### src/hsv_pkg.sv
// Shared types and constants for the HSV to RGB converter.
// No dependencies; every other file in src uses it.
package hsv_pkg;

    localparam logic [12:0] HUE_FULL_TURN  = 13'd5760;
    localparam logic [12:0] HUE_PER_SECTOR = 13'd960;
    localparam logic [7:0]  UNIT_LEVEL     = 8'd255;
    // 255 * 960, full scale of the q/t numerator
    localparam logic [17:0] FRAC_SCALE     = 18'd244800;
    // floor(2^32 / 244800); estimate is exact or one low
    localparam logic [14:0] FRAC_RECIP     = 15'd17544;
    localparam int          RECIP_SHIFT    = 32;

    localparam logic [2:0] SECTOR_0 = 3'd0;
    localparam logic [2:0] SECTOR_1 = 3'd1;
    localparam logic [2:0] SECTOR_2 = 3'd2;
    localparam logic [2:0] SECTOR_3 = 3'd3;
    localparam logic [2:0] SECTOR_4 = 3'd4;
    localparam logic [2:0] SECTOR_5 = 3'd5;

    typedef struct packed {
        logic [12:0] hue;
        logic [7:0]  saturation;
        logic [7:0]  value;
    } t_hsv;

    typedef struct packed {
        logic [7:0] red;
        logic [7:0] green;
        logic [7:0] blue;
    } t_rgb;

    // per-stage load enables
    typedef struct packed {
        logic s1;
        logic s2;
        logic s3;
        logic s4;
        logic s5;
        logic s6;
    } t_pipe_en;

    // after hue split
    typedef struct packed {
        logic [2:0] sector;
        logic [9:0] frac;
        logic [7:0] sat;
        logic [7:0] val;
    } t_sect;

    // after level numerators are formed
    typedef struct packed {
        logic [2:0]  sector;
        logic        gray;
        logic [7:0]  val;
        logic [7:0]  p;
        logic [25:0] nq;
        logic [25:0] nt;
    } t_level;

endpackage

### src/hsv_sector.sv
// Stage 1: hue wrap and split into sector and in-sector fraction.
// Depends on hsv_pkg.
module hsv_sector (
    input  logic              i_clk,
    input  hsv_pkg::t_pipe_en i_en,
    input  hsv_pkg::t_hsv     i_pix,
    output hsv_pkg::t_sect    o_sect
);

    logic [12:0] hue_w;
    logic [12:0] base;
    logic [12:0] frac_w;
    logic [2:0]  sector;
    hsv_pkg::t_sect r_sect;
    hsv_pkg::t_sect n_sect;

    always_comb begin
        hue_w = (i_pix.hue >= hsv_pkg::HUE_FULL_TURN) ? 13'd0 : i_pix.hue;
        priority if (hue_w >= 13'(5 * hsv_pkg::HUE_PER_SECTOR)) begin
            sector = hsv_pkg::SECTOR_5;
            base   = 13'(5 * hsv_pkg::HUE_PER_SECTOR);
        end else if (hue_w >= 13'(4 * hsv_pkg::HUE_PER_SECTOR)) begin
            sector = hsv_pkg::SECTOR_4;
            base   = 13'(4 * hsv_pkg::HUE_PER_SECTOR);
        end else if (hue_w >= 13'(3 * hsv_pkg::HUE_PER_SECTOR)) begin
            sector = hsv_pkg::SECTOR_3;
            base   = 13'(3 * hsv_pkg::HUE_PER_SECTOR);
        end else if (hue_w >= 13'(2 * hsv_pkg::HUE_PER_SECTOR)) begin
            sector = hsv_pkg::SECTOR_2;
            base   = 13'(2 * hsv_pkg::HUE_PER_SECTOR);
        end else if (hue_w >= hsv_pkg::HUE_PER_SECTOR) begin
            sector = hsv_pkg::SECTOR_1;
            base   = hsv_pkg::HUE_PER_SECTOR;
        end else begin
            sector = hsv_pkg::SECTOR_0;
            base   = 13'd0;
        end
        frac_w        = hue_w - base;
        n_sect.sector = sector;
        n_sect.frac   = frac_w[9:0];
        n_sect.sat    = i_pix.saturation;
        n_sect.val    = i_pix.value;
    end

    always_ff @(posedge i_clk) begin
        if (i_en.s1) begin
            r_sect <= n_sect;
        end
    end

    assign o_sect = r_sect;

endmodule

### src/hsv_levels.sv
// Stages 2-3: products for p, q and t, then the q/t numerators and p itself.
// Depends on hsv_pkg.
module hsv_levels (
    input  logic              i_clk,
    input  hsv_pkg::t_pipe_en i_en,
    input  hsv_pkg::t_sect    i_sect,
    output hsv_pkg::t_level   o_level
);

    // stage 2 registers
    logic [2:0]  r2_sector;
    logic [7:0]  r2_val;
    logic        r2_gray;
    logic [17:0] r2_sf;
    logic [17:0] r2_st;
    logic [15:0] r2_pn;

    logic [9:0]  frac_c;
    logic [7:0]  sat_c;
    logic [17:0] keep_q;
    logic [17:0] keep_t;
    logic [15:0] p_sum;
    hsv_pkg::t_level r3_level;
    hsv_pkg::t_level n3_level;

    assign frac_c = 10'(hsv_pkg::HUE_PER_SECTOR) - i_sect.frac;
    assign sat_c  = hsv_pkg::UNIT_LEVEL - i_sect.sat;

    always_ff @(posedge i_clk) begin
        if (i_en.s2) begin
            r2_sector <= i_sect.sector;
            r2_val    <= i_sect.val;
            r2_gray   <= (i_sect.sat == 8'd0);
            r2_sf     <= 18'(i_sect.sat) * 18'(i_sect.frac);
            r2_st     <= 18'(i_sect.sat) * 18'(frac_c);
            r2_pn     <= 16'(i_sect.val) * 16'(sat_c);
        end
    end

    // x / 255 for x <= 255*255: (x + (x >> 8) + 1) >> 8
    always_comb begin
        keep_q             = hsv_pkg::FRAC_SCALE - r2_sf;
        keep_t             = hsv_pkg::FRAC_SCALE - r2_st;
        p_sum              = r2_pn + {8'd0, r2_pn[15:8]} + 16'd1;
        n3_level.sector    = r2_sector;
        n3_level.gray      = r2_gray;
        n3_level.val       = r2_val;
        n3_level.p         = p_sum[15:8];
        n3_level.nq        = 26'(r2_val) * 26'(keep_q);
        n3_level.nt        = 26'(r2_val) * 26'(keep_t);
    end

    always_ff @(posedge i_clk) begin
        if (i_en.s3) begin
            r3_level <= n3_level;
        end
    end

    assign o_level = r3_level;

endmodule

### src/hsv_divide.sv
// Stages 4-6: divide q/t numerators by 255*960 (reciprocal plus one-step
// correction), then the six-sector output mux. Depends on hsv_pkg.
module hsv_divide (
    input  logic              i_clk,
    input  hsv_pkg::t_pipe_en i_en,
    input  hsv_pkg::t_level   i_level,
    output hsv_pkg::t_rgb     o_rgb
);

    localparam int PW = 26 + 15;

    logic [PW-1:0] prod_q;
    logic [PW-1:0] prod_t;

    // stage 4
    hsv_pkg::t_level r4_level;
    logic [7:0]      r4_eq;
    logic [7:0]      r4_et;
    // stage 5
    hsv_pkg::t_level r5_level;
    logic [7:0]      r5_eq;
    logic [7:0]      r5_et;
    logic [25:0]     r5_bq;
    logic [25:0]     r5_bt;
    // stage 6
    logic [25:0]     rem_q;
    logic [25:0]     rem_t;
    logic [7:0]      q;
    logic [7:0]      t;
    hsv_pkg::t_rgb   r_rgb;
    hsv_pkg::t_rgb   n_rgb;

    assign prod_q = PW'(i_level.nq) * PW'(hsv_pkg::FRAC_RECIP);
    assign prod_t = PW'(i_level.nt) * PW'(hsv_pkg::FRAC_RECIP);

    always_ff @(posedge i_clk) begin
        if (i_en.s4) begin
            r4_level <= i_level;
            r4_eq    <= prod_q[hsv_pkg::RECIP_SHIFT +: 8];
            r4_et    <= prod_t[hsv_pkg::RECIP_SHIFT +: 8];
        end
    end

    always_ff @(posedge i_clk) begin
        if (i_en.s5) begin
            r5_level <= r4_level;
            r5_eq    <= r4_eq;
            r5_et    <= r4_et;
            r5_bq    <= 26'(r4_eq) * 26'(hsv_pkg::FRAC_SCALE);
            r5_bt    <= 26'(r4_et) * 26'(hsv_pkg::FRAC_SCALE);
        end
    end

    // estimate is the quotient or one below it
    always_comb begin
        rem_q = r5_level.nq - r5_bq;
        rem_t = r5_level.nt - r5_bt;
        q     = r5_eq + 8'((rem_q >= 26'(hsv_pkg::FRAC_SCALE)) ? 1 : 0);
        t     = r5_et + 8'((rem_t >= 26'(hsv_pkg::FRAC_SCALE)) ? 1 : 0);
        if (r5_level.gray) begin
            n_rgb = '{red: r5_level.val, green: r5_level.val, blue: r5_level.val};
        end else begin
            unique case (r5_level.sector)
                hsv_pkg::SECTOR_0: n_rgb = '{red: r5_level.val, green: t, blue: r5_level.p};
                hsv_pkg::SECTOR_1: n_rgb = '{red: q, green: r5_level.val, blue: r5_level.p};
                hsv_pkg::SECTOR_2: n_rgb = '{red: r5_level.p, green: r5_level.val, blue: t};
                hsv_pkg::SECTOR_3: n_rgb = '{red: r5_level.p, green: q, blue: r5_level.val};
                hsv_pkg::SECTOR_4: n_rgb = '{red: t, green: r5_level.p, blue: r5_level.val};
                default:           n_rgb = '{red: r5_level.val, green: r5_level.p, blue: q};
            endcase
        end
    end

    always_ff @(posedge i_clk) begin
        if (i_en.s6) begin
            r_rgb <= n_rgb;
        end
    end

    assign o_rgb = r_rgb;

endmodule

### src/hsv_to_rgb_converter.sv
// HSV to RGB converter, top level: six-stage pipeline, one item per cycle while the output is not stalled.
// The pipeline holds small products, the 26x15 reciprocal multiplies for q
// and t, and their correction.
// Reset (synchronous, active low) clears all stage valid bits; data is not reset.
// Depends on hsv_pkg, hsv_sector, hsv_levels, hsv_divide.
module hsv_to_rgb_converter (
    input  logic          i_clk,
    input  logic          i_rst_n,
    // input channel
    input  logic          i_valid,
    output logic          o_stall,
    input  hsv_pkg::t_hsv i_data,
    // output channel
    output logic          o_valid,
    input  logic          i_stall,
    output hsv_pkg::t_rgb o_data
);

    // Stage valid bits, index 0 is stage 1, index 5 is the output register.
    logic [5:0] r_vld;
    logic [5:0] n_vld;
    logic [5:0] ready;
    logic [5:0] up_vld;

    hsv_pkg::t_pipe_en en;
    hsv_pkg::t_sect    sect;
    hsv_pkg::t_level   level;

    // A stage may load when it is empty or its content moves on this cycle.
    // Bubbles collapse, so upstream keeps filling while the output waits.
    always_comb begin
        ready[5] = !r_vld[5] || !i_stall;
        for (int k = 4; k >= 0; k--) begin
            ready[k] = !r_vld[k] || ready[k + 1];
        end
    end

    assign up_vld = {r_vld[4:0], i_valid};

    always_comb begin
        for (int k = 0; k < 6; k++) begin
            n_vld[k] = ready[k] ? up_vld[k] : r_vld[k];
        end
    end

    always_ff @(posedge i_clk) begin
        if (!i_rst_n) begin
            r_vld <= '0;
        end else begin
            r_vld <= n_vld;
        end
    end

    assign en.s1 = ready[0];
    assign en.s2 = ready[1];
    assign en.s3 = ready[2];
    assign en.s4 = ready[3];
    assign en.s5 = ready[4];
    assign en.s6 = ready[5];

    // stage 1: hue wrap, sector and fraction
    hsv_sector u_sector (
        .i_clk  (i_clk),
        .i_en   (en),
        .i_pix  (i_data),
        .o_sect (sect)
    );

    // stages 2-3: p, and numerators for q and t
    hsv_levels u_levels (
        .i_clk   (i_clk),
        .i_en    (en),
        .i_sect  (sect),
        .o_level (level)
    );

    // stages 4-6: constant divide and sector mux into the output register
    hsv_divide u_divide (
        .i_clk   (i_clk),
        .i_en    (en),
        .i_level (level),
        .o_rgb   (o_data)
    );

    assign o_stall = !ready[0];
    assign o_valid = r_vld[5];

endmodule

### config.mk
export PLATFORM = sky130hd
export DESIGN_NAME = hsv_to_rgb_converter
export DESIGN_NICKNAME = d
export VERILOG_FILES = /design/src/hsv_pkg.sv /design/src/hsv_sector.sv /design/src/hsv_levels.sv /design/src/hsv_divide.sv /design/src/hsv_to_rgb_converter.sv
export SDC_FILE = /design/constraint.sdc
export NUM_CORES = 2
export LEC_CHECK = 0
export BUFFER_PORTS_ARGS = -buffer_cell sky130_fd_sc_hd__buf_2
export CAP_MARGIN = 25
export CORE_AREA = 2 2 321 323
export DETAILED_ROUTE_END_ITERATION = 8
export DIE_AREA = 0 0 323 325
export PLACE_DENSITY = 0.54
export SLEW_MARGIN = 10
export SYNTH_ARGS = -nofsm -noshare
export SYNTH_HDL_FRONTEND = slang
export SYNTH_SLANG_ARGS = --single-unit
### constraint.sdc
create_clock -name i_clk -period 7.4 [get_ports i_clk]
set_clock_uncertainty 0.15 [all_clocks]
set_input_delay 1.48 -clock i_clk [delete_from_list [all_inputs] [get_ports i_clk]]
set_output_delay 1.48 -clock i_clk [all_outputs]
set_load 0.005 [all_outputs]
* Word level (Yosys, flattened, before mapping)
Index checks and enable logic that the tools add are counted.
Operators by class: multipliers 9, order comparisons 8, muxes and demuxes 14, reductions and logical operators 17, add/sub/neg operators 11, equal/unequal tests 4
Operator list (count):
- one-hot mux 24 bit (5 select lines) | 1
- multiplier 26 x 12 -> 37 bit (second input constant) | 2
- greater-or-equal comparator 26 x 18 -> 1 bit (second input constant) | 2
- multiplier 8 x 18 -> 26 bit | 2
- subtractor 26 bit | 2
- two-way mux 10 bit | 5
- multiplier 8 x 12 -> 20 bit (second input constant) | 2
- multiplier 8 x 10 -> 18 bit | 2
- subtractor 18 bit (first input constant) | 2
- greater-or-equal comparator 13 x 12 -> 1 bit (second input constant) | 2
- greater-or-equal comparator 13 bit (second input constant) | 2
- two-way mux 24 bit | 1
- adder 16 x 1 -> 16 bit (second input constant) | 1
- adder 16 x 8 -> 16 bit | 1
- adder 8 bit | 2
- multiplier 8 x 8 -> 16 bit | 1
- greater-or-equal comparator 13 x 10 -> 1 bit (second input constant) | 1
- greater-or-equal comparator 13 x 11 -> 1 bit (second input constant) | 1
- two-way mux 13 bit | 1
- subtractor 10 bit | 1
- subtractor 10 bit (first input constant) | 1
- zero test 1 bit | 8
- zero test 8 bit | 1
- subtractor 8 bit (first input constant) | 1
- other kinds (8) | 18
Word-level totals: bits in registers 411, input bits 33, word-level logic and storage cells 107

* Depth between registers and ports, before layout
word-level depth 9, gate-level depth with buffers 24

* Hierarchy
From an unflattened synthesis, not the netlist that was laid out.
Unflattened totals: cells, all modules 3984, area, all modules 41348.4 µm²
Modules (own cells, without submodules):
- hsv_levels | instances 1, sequential area each 4023.9 µm², cells each 2126, area each 21130.3 µm²
- hsv_divide | instances 1, sequential area each 6246.0 µm², cells each 1748, area each 18733.0 µm²
- hsv_sector | instances 1, sequential area each 870.8 µm², cells each 81, area each 1236.2 µm²
- hsv_to_rgb_converter | instances 1, sequential area each 120.1 µm², cells each 29, area each 249.0 µm²

* Worst setup path before layout
No wires, ideal clock.
kind reg2reg, start register u_levels.r2_st[2], end register u_levels.r3_level, in the netlist u_levels.o_level[25] (data pin), slack 1.208 ns, cell stages (with the launch flop) 23, arrival time 5.786 ns, setup time 0.255 ns, required time 6.995 ns, cell sequence edfxtp_1 -> nor2_1 -> nand2_1 -> o21ai_0 -> a21boi_0 -> a41oi_1 -> nor2_1 -> xnor2_1 -> and2_1 -> fa_1 -> fa_1 -> fa_1 -> inv_1 -> fa_1 -> inv_1 -> ha_1 -> and4_1 -> a21oi_1 -> nand2_1 -> a221oi_4 -> o21ai_2 -> or4_1 -> and3_1
RTL lines:
- start: declaration | RTL line hsv_levels.sv:15 | logic [17:0] r2_st;
- start signal: assignment | RTL line hsv_levels.sv:35 | r2_st <= 18'(i_sect.sat) * 18'(frac_c);
- end signal: assignment | RTL line hsv_levels.sv:55 | r3_level <= n3_level;
- end: declaration | RTL line hsv_levels.sv:23 | hsv_pkg::t_level r3_level;

==> results.md <==
* Status: finished, final reports clean
* Core Area at 0.1013 mm2
* WL final at 80590 um
* CP required at 7.60 ns
* Worst hold-check path type: flop to flop
* Antenna Violating Nets Remaining at 0
* Placed cell count at 5231
* Area leader, netlist: edfxtp_1
* Mapped Area at 0.04036 mm2
* Simple-gate share of the synthesized area at 12.55%
* Row Count at 117
* Fin crit share at 91.44%
* Worst slack, placed at 0.3463 ns
* Seq cells post-synth at 377
* Warnings, synthesis at 0
* GR Overflow Total at 0
* CTS Buffer Depth at 3
* Initial core utilization at 39.84%
* Root buf cell: clkbuf_16
* P&R area growth vs syn at 9.256%
* Tmin final at 6.767 ns
* Final nets at 4949
* RSZ-0062 raised after global routing: no
* CP startpoint kind: flop
* Chip Height at 325 um
* H-Tree Depth at 2
* Post-Layout Cell Count at 5318
* ANT cells at 0
* Syn Nets at 4879
* IO buf count at 58
* Pin count of the biggest net entering global routing at 71
* CTS Hold Bufs at 0
* Setup TNS at 0 ns
* Relative slew margins at 33.34%
* Final WS setup at 0.6334 ns
* DRC viols at 0
* Final Slew Violations at 0
* Finish-stage setup viols at 0
* Initial antenna violation count at 0
* Routability Congestion at 0.8143
* Compound-Gate Fraction of Synth Area at 7.784%
* Largest family of logic cells by synthesized area: adder cells
* CTS tree: built
* CP Class: flop to flop
* Worst EP arrival at 6.97 ns
* Die area at 0.1050 mm2
* Initial detailed-routing violation count at 1093
* Max-cap violations at 0
* Area of the multi-input gates at 0.02604 mm2
* Layout cells sized above 1 at 5.392%
* DR vias/cell at 4.819
* Final Hold Fails at 0
* TritonCTS buffer count at 48
* EDFF count, synth at 371
* Hpwl dp at 64120 um
* Top_reg_cell synth: edfxtp_1
* Synth Area per Inst at 10.50 um2
* Vias in the first global route at 26.55k
* Ys async rst share at 0%
* Vias at 25.63k
* Slew @ Worst Pin at 0.9999 ns
* WL per Instance at 15.15 um
* XOR/XNOR Fraction of Synth Area at 4.101%
* Worst-Skew Late Latency at 0.62 ns
* Die W at 323 um
* Total routing usage reported by global routing at 15.98%
* Synthesized-area fraction occupied by adder cells at 39.49%
* # fillers at 9799
* Area fraction of the dominant cell type after synthesis at 27.60%
* Io pins at 59
* Cells after Synth at 3844
* First-pass GRT wire length at 136600 um
* Number of detailed-routing iterations run before antenna repair at 5
* Crit-path max FO at 8
* Distinct cells, synth at 70
* Top-count cell post-synth: inv_1
* Crit end category: flop
* Most instantiated cells after synthesis: 748 x inv_1, 549 x ha_1, 453 x fa_1
* Fmax at 147.8 MHz
* Area contributors post-synth: edfxtp_1 28%, fa_1 22%, ha_1 17%
* Register area at 0.01126 mm2
* Seq/Total Area, Yosys at 27.90%
* CTS Sinks at 377
* CTS clk-pin slew, worst paths at 0.06 ns
* Post-synthesis mux area share at 0.5177%
-- cell type report --
| type | instances | share of cell area, % |
|---|---|---|
| inverters | 748 | 6.372 |
| well taps | 1368 | 3.881 |
| clock buffers | 51 | 2.797 |
| repair buffers | 96 | 1.305 |
| multi-input cells | 2643 | 59.06 |
| flip-flops and latches | 377 | 25.53 |
| clock inverters | 35 | 1.053 |
-- worst paths after layout --
check / startpoint / end / slack [ns] / cells after the start
setup / recovery: u_levels.r2_st[0] / u_levels.o_level[25] / 0.63 / 21
hold / removal: u_divide.r4_level[13] / u_divide.r5_level[13] / 0.26 / 0
setup reg to reg: u_levels.r2_st[0] / u_levels.o_level[25] / 0.63 / 21
hold reg to reg: u_divide.r4_level[13] / u_divide.r5_level[13] / 0.26 / 0
-- layout by cell type (no fill, tap or decap), types with 49 or more instances in the layout --
cell,instances
xnor2_1,126
inv_1,746
fa_1,453
xor2_1,61
buf_2,58
o21ai_0,105
nand2_1,207
edfxtp_1,371
ha_1,549
nand2b_1,62
nor2b_1,131
and2_1,269
nor2_1,134
clkbuf_16,49
a21oi_1,117
-- metrics by stage --
stage	hold slack (ns)	area (um2)	utilization, %
2_1_floorplan	0.2503	40360	-
3_3_place_gp	0.2512	42380	41.83
3_5_place_dp	0.2545	42380	41.83
5_1_grt	0.2725	44100	43.53
6_report	0.2626	44100	43.53
4_1_cts	0.2608	44070	43.51
-- state kept, by name, summed over array words and instances, names as in the netlist, 16 cells and up --
name               count
u_levels.r2_sf        17
u_levels.r2_pn        16
u_divide.r4_level     60
u_divide.r5_bq        16
u_levels.o_level      71
u_levels.r2_st        18
u_divide.r5_bt        16
u_divide.o_rgb        24
u_divide.r5_level     60
u_sector.o_sect       29
-- worst max-delay path, stage by stage (launching register included) --
cell and delay (ns):
edfxtp_1 0.46, nor3_1 0.22, nand2_1 0.10, o21ai_0 0.36, a21boi_0 0.27, a41oi_1 0.37, xnor2_1 0.39, nor2b_1 0.15
fa_1 0.58, fa_1 0.44, fa_1 0.55, inv_1 0.06, fa_1 0.53, inv_1 0.05, ha_1 0.34, and4_1 0.24
a21oi_1 0.14, nand2_1 0.10, a221oi_4 0.33, o21ai_2 0.12, or4_1 0.39, and3_1 0.17
-- cells by family after synthesis --
group / Yosys count
compound gates: 473
xor+xnor: 189
fa+ha+maj: 1002
buf+inv: 824
flops: 377
mux: 20
simple gates: 959
-- routing by layer --
| metal | vias up | wire length [um] | share of wire [%] | track usage (%) |
|---|---|---|---|---|
| li1 | 12780 | - | - | - |
| met5 | - | 0 | 0 | 0 |
| met1 | 12470 | 39870 | 49 | 22.72 |
| met4 | 0 | 1558 | 1.9 | 3.650 |
| met2 | 275 | 36870 | 46 | 26.03 |
| met3 | 97 | 2291 | 2.8 | 1.899 |
-- timing repair --
item | CTS | global route
endpoints found under the setup margin | 0 | 1
buffers inserted | 0 | 1
gates resized for setup | 0 | 4
Power is not shown: default switching activity piles up to over one toggle a cycle in this logic, so the estimate is an artifact.
